[config.mk]
export PLATFORM = sky130hd
export DESIGN_NAME = utf16be_transcoder_unit
export DESIGN_NICKNAME = d
export VERILOG_FILES = /design/src/hdl/u16t_pkg.sv /design/src/hdl/u16t_decode.sv /design/src/hdl/u16t_serial.sv /design/src/hdl/utf16be_transcoder_unit.sv
export SDC_FILE = /design/constraint.sdc
export NUM_CORES = 1
export LEC_CHECK = 0
export ABC_AREA = 1
export BUFFER_PORTS_ARGS = -buffer_cell sky130_fd_sc_hd__buf_2
export CAP_MARGIN = 20
export CORE_MARGIN = 4
export CORE_UTILIZATION = 33
export CTS_CLUSTER_DIAMETER = 40
export CTS_CLUSTER_SIZE = 10
export DETAILED_ROUTE_END_ITERATION = 6
export PLACE_DENSITY = 0.57
export SLEW_MARGIN = 20
export SYNTH_ARGS = -nofsm -noshare
export SYNTH_HDL_FRONTEND = slang
export SYNTH_SLANG_ARGS = --single-unit
[constraint.sdc]
create_clock -name clk_i -period 1.9 [get_ports clk_i]
set_input_delay 0.57 -clock clk_i [delete_from_list [all_inputs] [get_ports clk_i]]
set_output_delay 0.57 -clock clk_i [all_outputs]
set_load 0.01 [all_outputs]
[src/hdl/u16t_pkg.sv]
// Shared types, constants and the UTF-8 encode function of the transcoder.
// No dependencies.
`timescale 1ns / 1ps

package u16t_pkg;

  localparam int unsigned MaxBytes = 4;
  localparam int unsigned CntW     = $clog2(MaxBytes + 1);

  // Top six bits of a high surrogate (D800-DBFF).
  localparam logic [5:0] HiSurrTag = 6'b110110;

  localparam logic OutModeUtf8    = 1'b0;
  localparam logic OutModeUtf16Le = 1'b1;

  // Bytes of one input item, byte 0 leaves first.
  typedef struct packed {
    logic [MaxBytes-1:0][7:0] bytes;
    logic [CntW-1:0]          count;
    logic                     unpaired;
  } u16t_burst_t;

  function automatic u16t_burst_t u16t_utf8_enc(input logic [20:0] cp, input logic unp);
    u16t_burst_t b;
    b = '0;
    b.unpaired = unp;
    if (cp < 21'h80) begin
      b.bytes[0] = cp[7:0];
      b.count    = CntW'(1);
    end else if (cp < 21'h800) begin
      b.bytes[0] = {3'b110, cp[10:6]};
      b.bytes[1] = {2'b10, cp[5:0]};
      b.count    = CntW'(2);
    end else if (cp < 21'h10000) begin
      b.bytes[0] = {4'b1110, cp[15:12]};
      b.bytes[1] = {2'b10, cp[11:6]};
      b.bytes[2] = {2'b10, cp[5:0]};
      b.count    = CntW'(3);
    end else begin
      b.bytes[0] = {5'b11110, cp[20:18]};
      b.bytes[1] = {2'b10, cp[17:12]};
      b.bytes[2] = {2'b10, cp[11:6]};
      b.bytes[3] = {2'b10, cp[5:0]};
      b.count    = CntW'(4);
    end
    return b;
  endfunction

endpackage

[src/hdl/u16t_decode.sv]
// Code unit decoder: surrogate pairing state and byte burst generation.
// Depends on u16t_pkg.
`timescale 1ns / 1ps

module u16t_decode import u16t_pkg::*; (
  input  logic        clk_i,
  input  logic        rst_ni,
  input  logic        mode_i,
  input  logic [15:0] unit_i,
  input  logic        eos_i,
  input  logic        step_i,
  output u16t_burst_t burst_o
);

  logic [9:0] held_high_q, held_high_d;
  logic       held_valid_q, held_valid_d;
  logic [20:0] pair_cp;

  assign pair_cp = 21'h10000 + {1'b0, held_high_q, unit_i[9:0]};

  always_comb begin
    burst_o      = '0;
    held_high_d  = held_high_q;
    held_valid_d = held_valid_q;
    if (mode_i == OutModeUtf16Le) begin
      burst_o.bytes[0] = unit_i[7:0];
      burst_o.bytes[1] = unit_i[15:8];
      burst_o.count    = CntW'(2);
    end else if (held_valid_q) begin
      burst_o      = u16t_utf8_enc(pair_cp, 1'b0);
      held_valid_d = 1'b0;
      held_high_d  = '0;
    end else if (unit_i[15:10] == HiSurrTag) begin
      if (eos_i) begin
        burst_o = u16t_utf8_enc({5'd0, unit_i}, 1'b1);
      end else begin
        held_valid_d = 1'b1;
        held_high_d  = unit_i[9:0];
      end
    end else begin
      burst_o = u16t_utf8_enc({5'd0, unit_i}, 1'b0);
    end
  end

  always_ff @(posedge clk_i or negedge rst_ni) begin
    if (!rst_ni) begin
      held_high_q  <= '0;
      held_valid_q <= 1'b0;
    end else if (step_i) begin
      held_high_q  <= held_high_d;
      held_valid_q <= held_valid_d;
    end
  end

endmodule

[src/hdl/u16t_serial.sv]
// Byte serialiser: loads one burst and sends it out one byte per transfer.
// Depends on u16t_pkg.
`timescale 1ns / 1ps

module u16t_serial import u16t_pkg::*; (
  input  logic        clk_i,
  input  logic        rst_ni,
  input  u16t_burst_t burst_i,
  input  logic        in_valid_i,
  output logic        take_o,
  output logic        m_axis_tvalid_o,
  input  logic        m_axis_tready_i,
  output logic [7:0]  m_axis_tdata_o,   // [7:0] out_byte
  output logic        m_axis_tlast_o,   // last_of_run
  output logic        m_axis_tuser_o    // [0] unpaired
);

  logic [MaxBytes-1:0][7:0] bytes_q, bytes_d;
  logic [CntW-1:0]          rem_q, rem_d;
  logic                     unp_q, unp_d;
  logic                     xfer;

  assign m_axis_tvalid_o = (rem_q != '0);
  assign m_axis_tdata_o  = bytes_q[0];
  assign m_axis_tlast_o  = (rem_q == CntW'(1));
  assign m_axis_tuser_o  = unp_q;

  assign xfer   = m_axis_tvalid_o && m_axis_tready_i;
  // Reload once the buffer is empty or its final byte leaves this cycle.
  assign take_o = in_valid_i && ((rem_q == '0) || (m_axis_tlast_o && m_axis_tready_i));

  always_comb begin
    bytes_d = bytes_q;
    rem_d   = rem_q;
    unp_d   = unp_q;
    if (take_o) begin
      bytes_d = burst_i.bytes;
      rem_d   = burst_i.count;
      unp_d   = burst_i.unpaired;
    end else if (xfer) begin
      bytes_d = {8'h00, bytes_q[MaxBytes-1:1]};
      rem_d   = rem_q - CntW'(1);
    end
  end

  always_ff @(posedge clk_i or negedge rst_ni) begin
    if (!rst_ni) begin
      rem_q <= '0;
    end else begin
      rem_q <= rem_d;
    end
  end

  always_ff @(posedge clk_i) begin
    bytes_q <= bytes_d;
    unp_q   <= unp_d;
  end

endmodule

[src/hdl/utf16be_transcoder_unit.sv]
// UTF-16 code unit transcoder, top level: input register, decoder, serialiser.
// Depends on u16t_pkg, u16t_decode and u16t_serial.
`timescale 1ns / 1ps

// Converts a stream of UTF-16 code units (already assembled from big-endian
// byte pairs) into UTF-8 (output_mode 0) or UTF-16LE (output_mode 1), one byte
// per output transfer. In UTF-8 mode a high surrogate gives no bytes and is
// paired with the next unit, whatever it is, giving four bytes; a high
// surrogate flagged with tlast is sent as its own three bytes with tuser set.
// tlast on the output marks the final byte caused by one input unit. A unit
// yields one to four bytes (two in UTF-16LE mode) and a held surrogate none;
// the bytes go out one per transfer, held while tready is low. A new unit is
// taken in the same cycle as the final byte of the previous one leaves, so
// bursts follow without gaps, except after a held surrogate.
// Write output_mode only with the block idle.

module utf16be_transcoder_unit import u16t_pkg::*; (
  input  logic        clk_i,
  input  logic        rst_ni,
  // Configuration write channel
  input  logic        cfg_wvalid_i,
  output logic        cfg_wready_o,
  input  logic        cfg_wdata_i,      // [0] output_mode
  // Input stream
  input  logic        s_axis_tvalid_i,
  output logic        s_axis_tready_o,
  input  logic [15:0] s_axis_tdata_i,   // [15:0] code_unit
  input  logic        s_axis_tlast_i,   // end_of_stream
  // Output stream
  output logic        m_axis_tvalid_o,
  input  logic        m_axis_tready_i,
  output logic [7:0]  m_axis_tdata_o,   // [7:0] out_byte
  output logic        m_axis_tlast_o,   // last_of_run
  output logic        m_axis_tuser_o    // [0] unpaired
);

  logic        mode_q;
  logic [15:0] unit_q;
  logic        eos_q;
  logic        in_valid_q;
  logic        take;
  u16t_burst_t burst;

  // Configuration is always accepted.
  assign cfg_wready_o = 1'b1;

  always_ff @(posedge clk_i or negedge rst_ni) begin
    if (!rst_ni) begin
      mode_q <= OutModeUtf8;
    end else if (cfg_wvalid_i) begin
      mode_q <= cfg_wdata_i;
    end
  end

  // Input register: refill when empty or when its unit moves on this cycle.
  assign s_axis_tready_o = !in_valid_q || take;

  always_ff @(posedge clk_i or negedge rst_ni) begin
    if (!rst_ni) begin
      in_valid_q <= 1'b0;
    end else if (s_axis_tvalid_i && s_axis_tready_o) begin
      in_valid_q <= 1'b1;
    end else if (take) begin
      in_valid_q <= 1'b0;
    end
  end

  // Payload: hold unless a new transfer arrives.
  always_ff @(posedge clk_i) begin
    if (s_axis_tvalid_i && s_axis_tready_o) begin
      unit_q <= s_axis_tdata_i;
      eos_q  <= s_axis_tlast_i;
    end
  end

  u16t_decode u_decode (
    .clk_i   (clk_i),
    .rst_ni  (rst_ni),
    .mode_i  (mode_q),
    .unit_i  (unit_q),
    .eos_i   (eos_q),
    .step_i  (take),
    .burst_o (burst)
  );

  u16t_serial u_serial (
    .clk_i           (clk_i),
    .rst_ni          (rst_ni),
    .burst_i         (burst),
    .in_valid_i      (in_valid_q),
    .take_o          (take),
    .m_axis_tvalid_o (m_axis_tvalid_o),
    .m_axis_tready_i (m_axis_tready_i),
    .m_axis_tdata_o  (m_axis_tdata_o),
    .m_axis_tlast_o  (m_axis_tlast_o),
    .m_axis_tuser_o  (m_axis_tuser_o)
  );

endmodule

Word level (Yosys, flattened, before mapping)
Cells that the tools add are included.

operators by class
  add/subtract/negate cells = 2
  magnitude comparators = 5
  equality and inequality tests = 3
  multiplexer cells = 43
  bitwise gates (word level) = 2
  reductions and logical operators = 15

operators by type and width
  kind                      count
  $mux W27                  12
  $mux W36                  3
  $mux W19                  4
  $mux W32                  2
  $mux W16                  3
  $mux W24                  2
  $mux W11                  3
  $mux W10                  3
  $mux W25                  1
  $mux W8                   3
  $add A17 B20 Y21 const A  1
  $lt A21 B12 Y1 const B    1
  $lt A21 B17 Y1 const B    1
  $lt A21 B8 Y1 const B     1
  $lt A16 B12 Y1 const B    1
  $lt A16 B8 Y1 const B     1
  $eq A6 B6 Y1 const B      1
  $mux W3                   2
  $reduce_bool A2 Y1        3
  $mux W1                   5
  $logic_and A1 B1 Y1       4
  $reduce_and A4 Y1         1
  $eq A3 B1 Y1 const B      1
  $logic_not A3 Y1          1
  8 further kinds           10

storage, ports and cells
  register bits after elaboration = 66
  input port bits = 23

Logic depth before layout (Yosys ltp)
  depth in word-level cells = 13
  gate-level depth with buffers = 13
  gate-level depth less buffers = 13

Modules after synthesis
Synthesis repeated with hierarchy kept, for this count alone.

second synthesis, totals
  cell total of the unflattened synthesis = 529
  area total of the unflattened synthesis = 4097.7 sq um

modules (own cells, without submodules)
  module                   instances  cells an instance  area each (sq um)
  u16t_serial              1          178                1759.2
  u16t_decode              1          322                1734.2
  utf16be_transcoder_unit  1          29                 604.3

Worst setup path after synthesis
OpenSTA, ideal clock, no wires.

  path type = reg-to-reg
  start point = register u_serial.rem_q[0]
  end point = register u_serial.rem_q[0]
  library setup time = 124 ps
  arrival = 1990 ps
  path slack = -215 ps
  stages on the path, launching flop included = 10
  path buffers = 0
  clock period less this slack = 2115 ps
  path through = dfrtp_1 inv_1 ha_1 nand2_2 nand2_1 o21ai_0 inv_1 o21ai_0 a21oi_1 a21oi_1

on the way
  elaborated cells between the ends (all ways) = 11

RTL lines
  element                              RTL line                       source
  start, declared                      u16t_serial.sv:19              logic [CntW-1:0] rem_q, rem_d;
  start signal, assigned               u16t_serial.sv:50              rem_q <= rem_d;
  $reduce_bool A3 Y1                   u16t_serial.sv:23              assign m_axis_tvalid_o = (rem_q != '0);
  via m_axis_tvalid_o                  utf16be_transcoder_unit.sv:30  output logic m_axis_tvalid_o,
  $logic_and A1 B1 Y1                  u16t_serial.sv:28              assign xfer = m_axis_tvalid_o && m_axis_tready_i;
  $reduce_bool A2 Y1 (no source line)  -

The timed path passes the listed nets, and every way through them passes these cells. The select of a mux whose other input is x is not followed.
A chain may end at the register's enable or synchronous reset.

Worst setup path in the final report
  start point = register u_serial.rem_q[0]
  end point = output port s_axis_tready_o

on the way
  word-level cells in the longest chain between the ends = 5
  elaborated cells between the ends (all ways) = 6

ends and longest elaborated chain
  element                RTL line                       source
  $eq A3 B1 Y1           u16t_serial.sv:25              assign m_axis_tlast_o = (rem_q == CntW'(1));
  $logic_and A1 B1 Y1    u16t_serial.sv:30              assign take_o = in_valid_i && ((rem_q == '0) || (m_axis_tlast_o && m_axis_tready_i));
  $logic_or A1 B1 Y1 *   u16t_serial.sv:30
  $logic_and A1 B1 Y1 *  u16t_serial.sv:30
  $logic_or A1 B1 Y1 *   utf16be_transcoder_unit.sv:56  assign s_axis_tready_o = !in_valid_q || take;
  end, declared          utf16be_transcoder_unit.sv:26  output logic s_axis_tready_o,

Every way passes the cells marked *; elsewhere a longest branch is shown, timed or not.

==> impl_results.md <==
* Vias in the first global route at 3379
* Dominant cell type by area after synthesis: edfxtp_1
* Final Power at around 7.3 mW
* CP max FO at 3
* Post-synth top area share at 39.4%
* Register area share after synthesis at 50.3%
* Syn avg cell area at 8.39 um2
* Synth warnings at 0
* Fin worst setup slack at -0.0753 ns
* Pins Over Slew Limit at 0
* Share of layout cells above drive strength 1 at between 30 and 40%
* Diodes inserted at 0
* Power per cell area at 1470 nW/um2
* Most frequent cells in the layout: nand2_1, buf_4, edfxtp_1
* Violated checks: setup timing
* Largest cells by area after synthesis: edfxtp_1, nand2_1, dfrtp_1
* Dpl hpwl at roughly 8200 um
* Startpoint Class: flop
* Max_cap viols at 0
* CTS Buf Count at 9
* Hold_ws at 0.132 ns
* CTS clk-pin slew, worst paths at 0.08 ns
* Final hold vios at 0
* Worst vdd ir at between 1 and 1.5 mV
* Row cnt at 38
* Syn Inst Count at 436
* CTS tree: built
* RePlAce Congestion at 0.945
* Die H at 113 um
* Sink Count at 64
* Via Count at 3449
* Aggregate global routing overflow at 0
* Clock Tree Buf Depth at 2
* Worst hold path type: input pin to async pin
* Post-synth top flop: edfxtp_1
* WS Path Type: flop to output port
* Status: finished, violations left
* Pre-CTS setup slack at -0.112 ns
* Final wirelength at 11800 um
* Final net count at 549
* Tcrit/Tclk final at 104%
* Remaining DRCs at 0
* Unrepaired setup endpoints after global routing: true
* All-layer global routing usage at 17.9%
* Die area at ~13000 um2
* Seq cells post-synth at 64
* Synth async-reset ratio at 25.0%
* Distinct cells, synth at 36
* Post-Place Cells at 629
* Critical path required time at 1.33 ns
* Die X at roughly 110 um
* Initial Util at 33.7%
* Initial antenna violation count at 0
* Commonest non-fill, non-tap cell in the layout: nand2_1
* Hold buffers post-CTS at 0
* Clock Root Buffer: clkbuf_8
* CTS H-tree depth at 3
* First-pass GRT wire length at 17600 um
* Clock skew at 0.0144 ns
* Final instance count without filler cells at 667
* Setup violators final at 13
* DP Area at 4220 um2
* Synthesized area at 3660 um2
* Pin count of the biggest net entering global routing at 31
* Post-layout minimum cycle time at around 2.0 ns
* Placeable Area at 10800 um2
* Final Core Density at 45.6%
* Worst EP arrival at 1.41 ns
* Antenna-violating nets left at 0
* Iteration-0 DRC count of the detailed router at 348
* Layout area overhead at 35.2%
* Fin area at slightly below 5000 um2
* Post-DR wirelength/cell at 17.7 um
* Syn nets at 463
* Leak at 2.24 nW
* FMAX at 0.506 GHz
* # IOs at 36
* Setup TNS at -0.329 ns
* Port Buffers at 34
* Worst-skew pair later-pin latency at 0.35 ns
* DR pass1 iterations at 5
* Post-synth EDFFs at 48
* FILL cells at around 1100
* Detailed-route vias per instance at 5.17
* R2R setup slack at -0.07 ns
* Crit path capture type: output port
[worst paths after layout]
check | from | end | cells past startpoint
setup / recovery | u_serial.rem_q[0] | s_axis_tready_o | 6
hold / removal | rst_ni | u_serial.rem_q[2] | 1
setup reg to reg | u_serial.rem_q[0] | u_serial.rem_q[2] | 12
hold reg to reg | u_serial.rem_q[1] | u_serial.rem_q[1] | 2
max in group asynchronous | rst_ni | u_decode.held_high_q[2] | 1
min in group clk_i | s_axis_tdata_i[1] | unit_q[1] | 1
[worst max-delay path, stage by stage, from the launching register on]
cell,delay [ns]
dfrtp_1,0.43
inv_2,0.08
ha_4,0.17
nand2_4,0.06
buf_6,0.11
nand3_4,0.08
buf_6,0.13
[cells in the mapped netlist, drive strengths merged (3+ instances only)]
cell type / number
a21oi: 11
a31oi: 3
buf: 20
clkbuf: 3
dfrtp: 16
edfxtp: 48
ha: 4
inv: 50
nand2: 129
nand3: 27
nand4: 13
nor2: 37
o211ai: 10
o21ai: 45
o22ai: 12
[flip-flops by register name, indices dropped and copies added, names as in the netlist]
register,count
u_serial.bytes_q,22
unit_q,16
u_decode.held_high_q,10
u_serial.m_axis_tdata_o,8
u_serial.rem_q,3
eos_q,1
in_valid_q,1
mode_q,1
u_decode.held_valid_q,1
u_serial.m_axis_tuser_o,1
[metal layers]
| layer | up-vias | share of wire [%] | GRT usage [%] |
|---|---|---|---|
| met4 | 0 | 3.0 | 8.57 |
| met3 | 32 | 6.8 | 3.64 |
| met1 | 1613 | 42 | 23.6 |
| met2 | 156 | 48 | 28.1 |
| met5 | - | 0 | 0 |
| li1 | 1648 | - | - |
[report_power, final]
group / internal, mW / switching [mW] / total, mW
clock network: 0.470 / 0.588 / 1.06
registers: 2.24 / 0.370 / 2.61
logic: 1.47 / 2.13 / 3.60
[layout make-up]
cell class | instances | area [um2] | share of cell area, %
repair buffers | 98 | 793 | 16.0
multi-input cells | 299 | 1770 | 35.7
well taps | 140 | 175 | 3.54
clock buffers | 9 | 124 | 2.50
inverters | 50 | 200 | 4.05
flip-flops and latches | 64 | 1840 | 37.2
clock inverters | 7 | 46.3 | 0.936
[what timing repair did]
| item | 4_1_cts | 5_1_grt |
|---|---|---|
| buffers inserted | 11 | 10 |
| cloned | 0 | 3 |
| gates resized for setup | 20 | 72 |
| pin swaps | 9 | 26 |
| setup endpoints to repair | 40 | 46 |
[cell families (layout without fill, tap and decap cells)]
group	after synthesis	in the layout	synth area share, %
compound gates	85	85	13.2
buf+inv	73	164	9.51
other cells	1	1	0.103
flops	64	64	50.3
mux	1	1	0.308
fa+ha+maj	4	4	1.37
simple gates	208	208	25.1
Note: power is estimated with default switching activity, not from simulation.
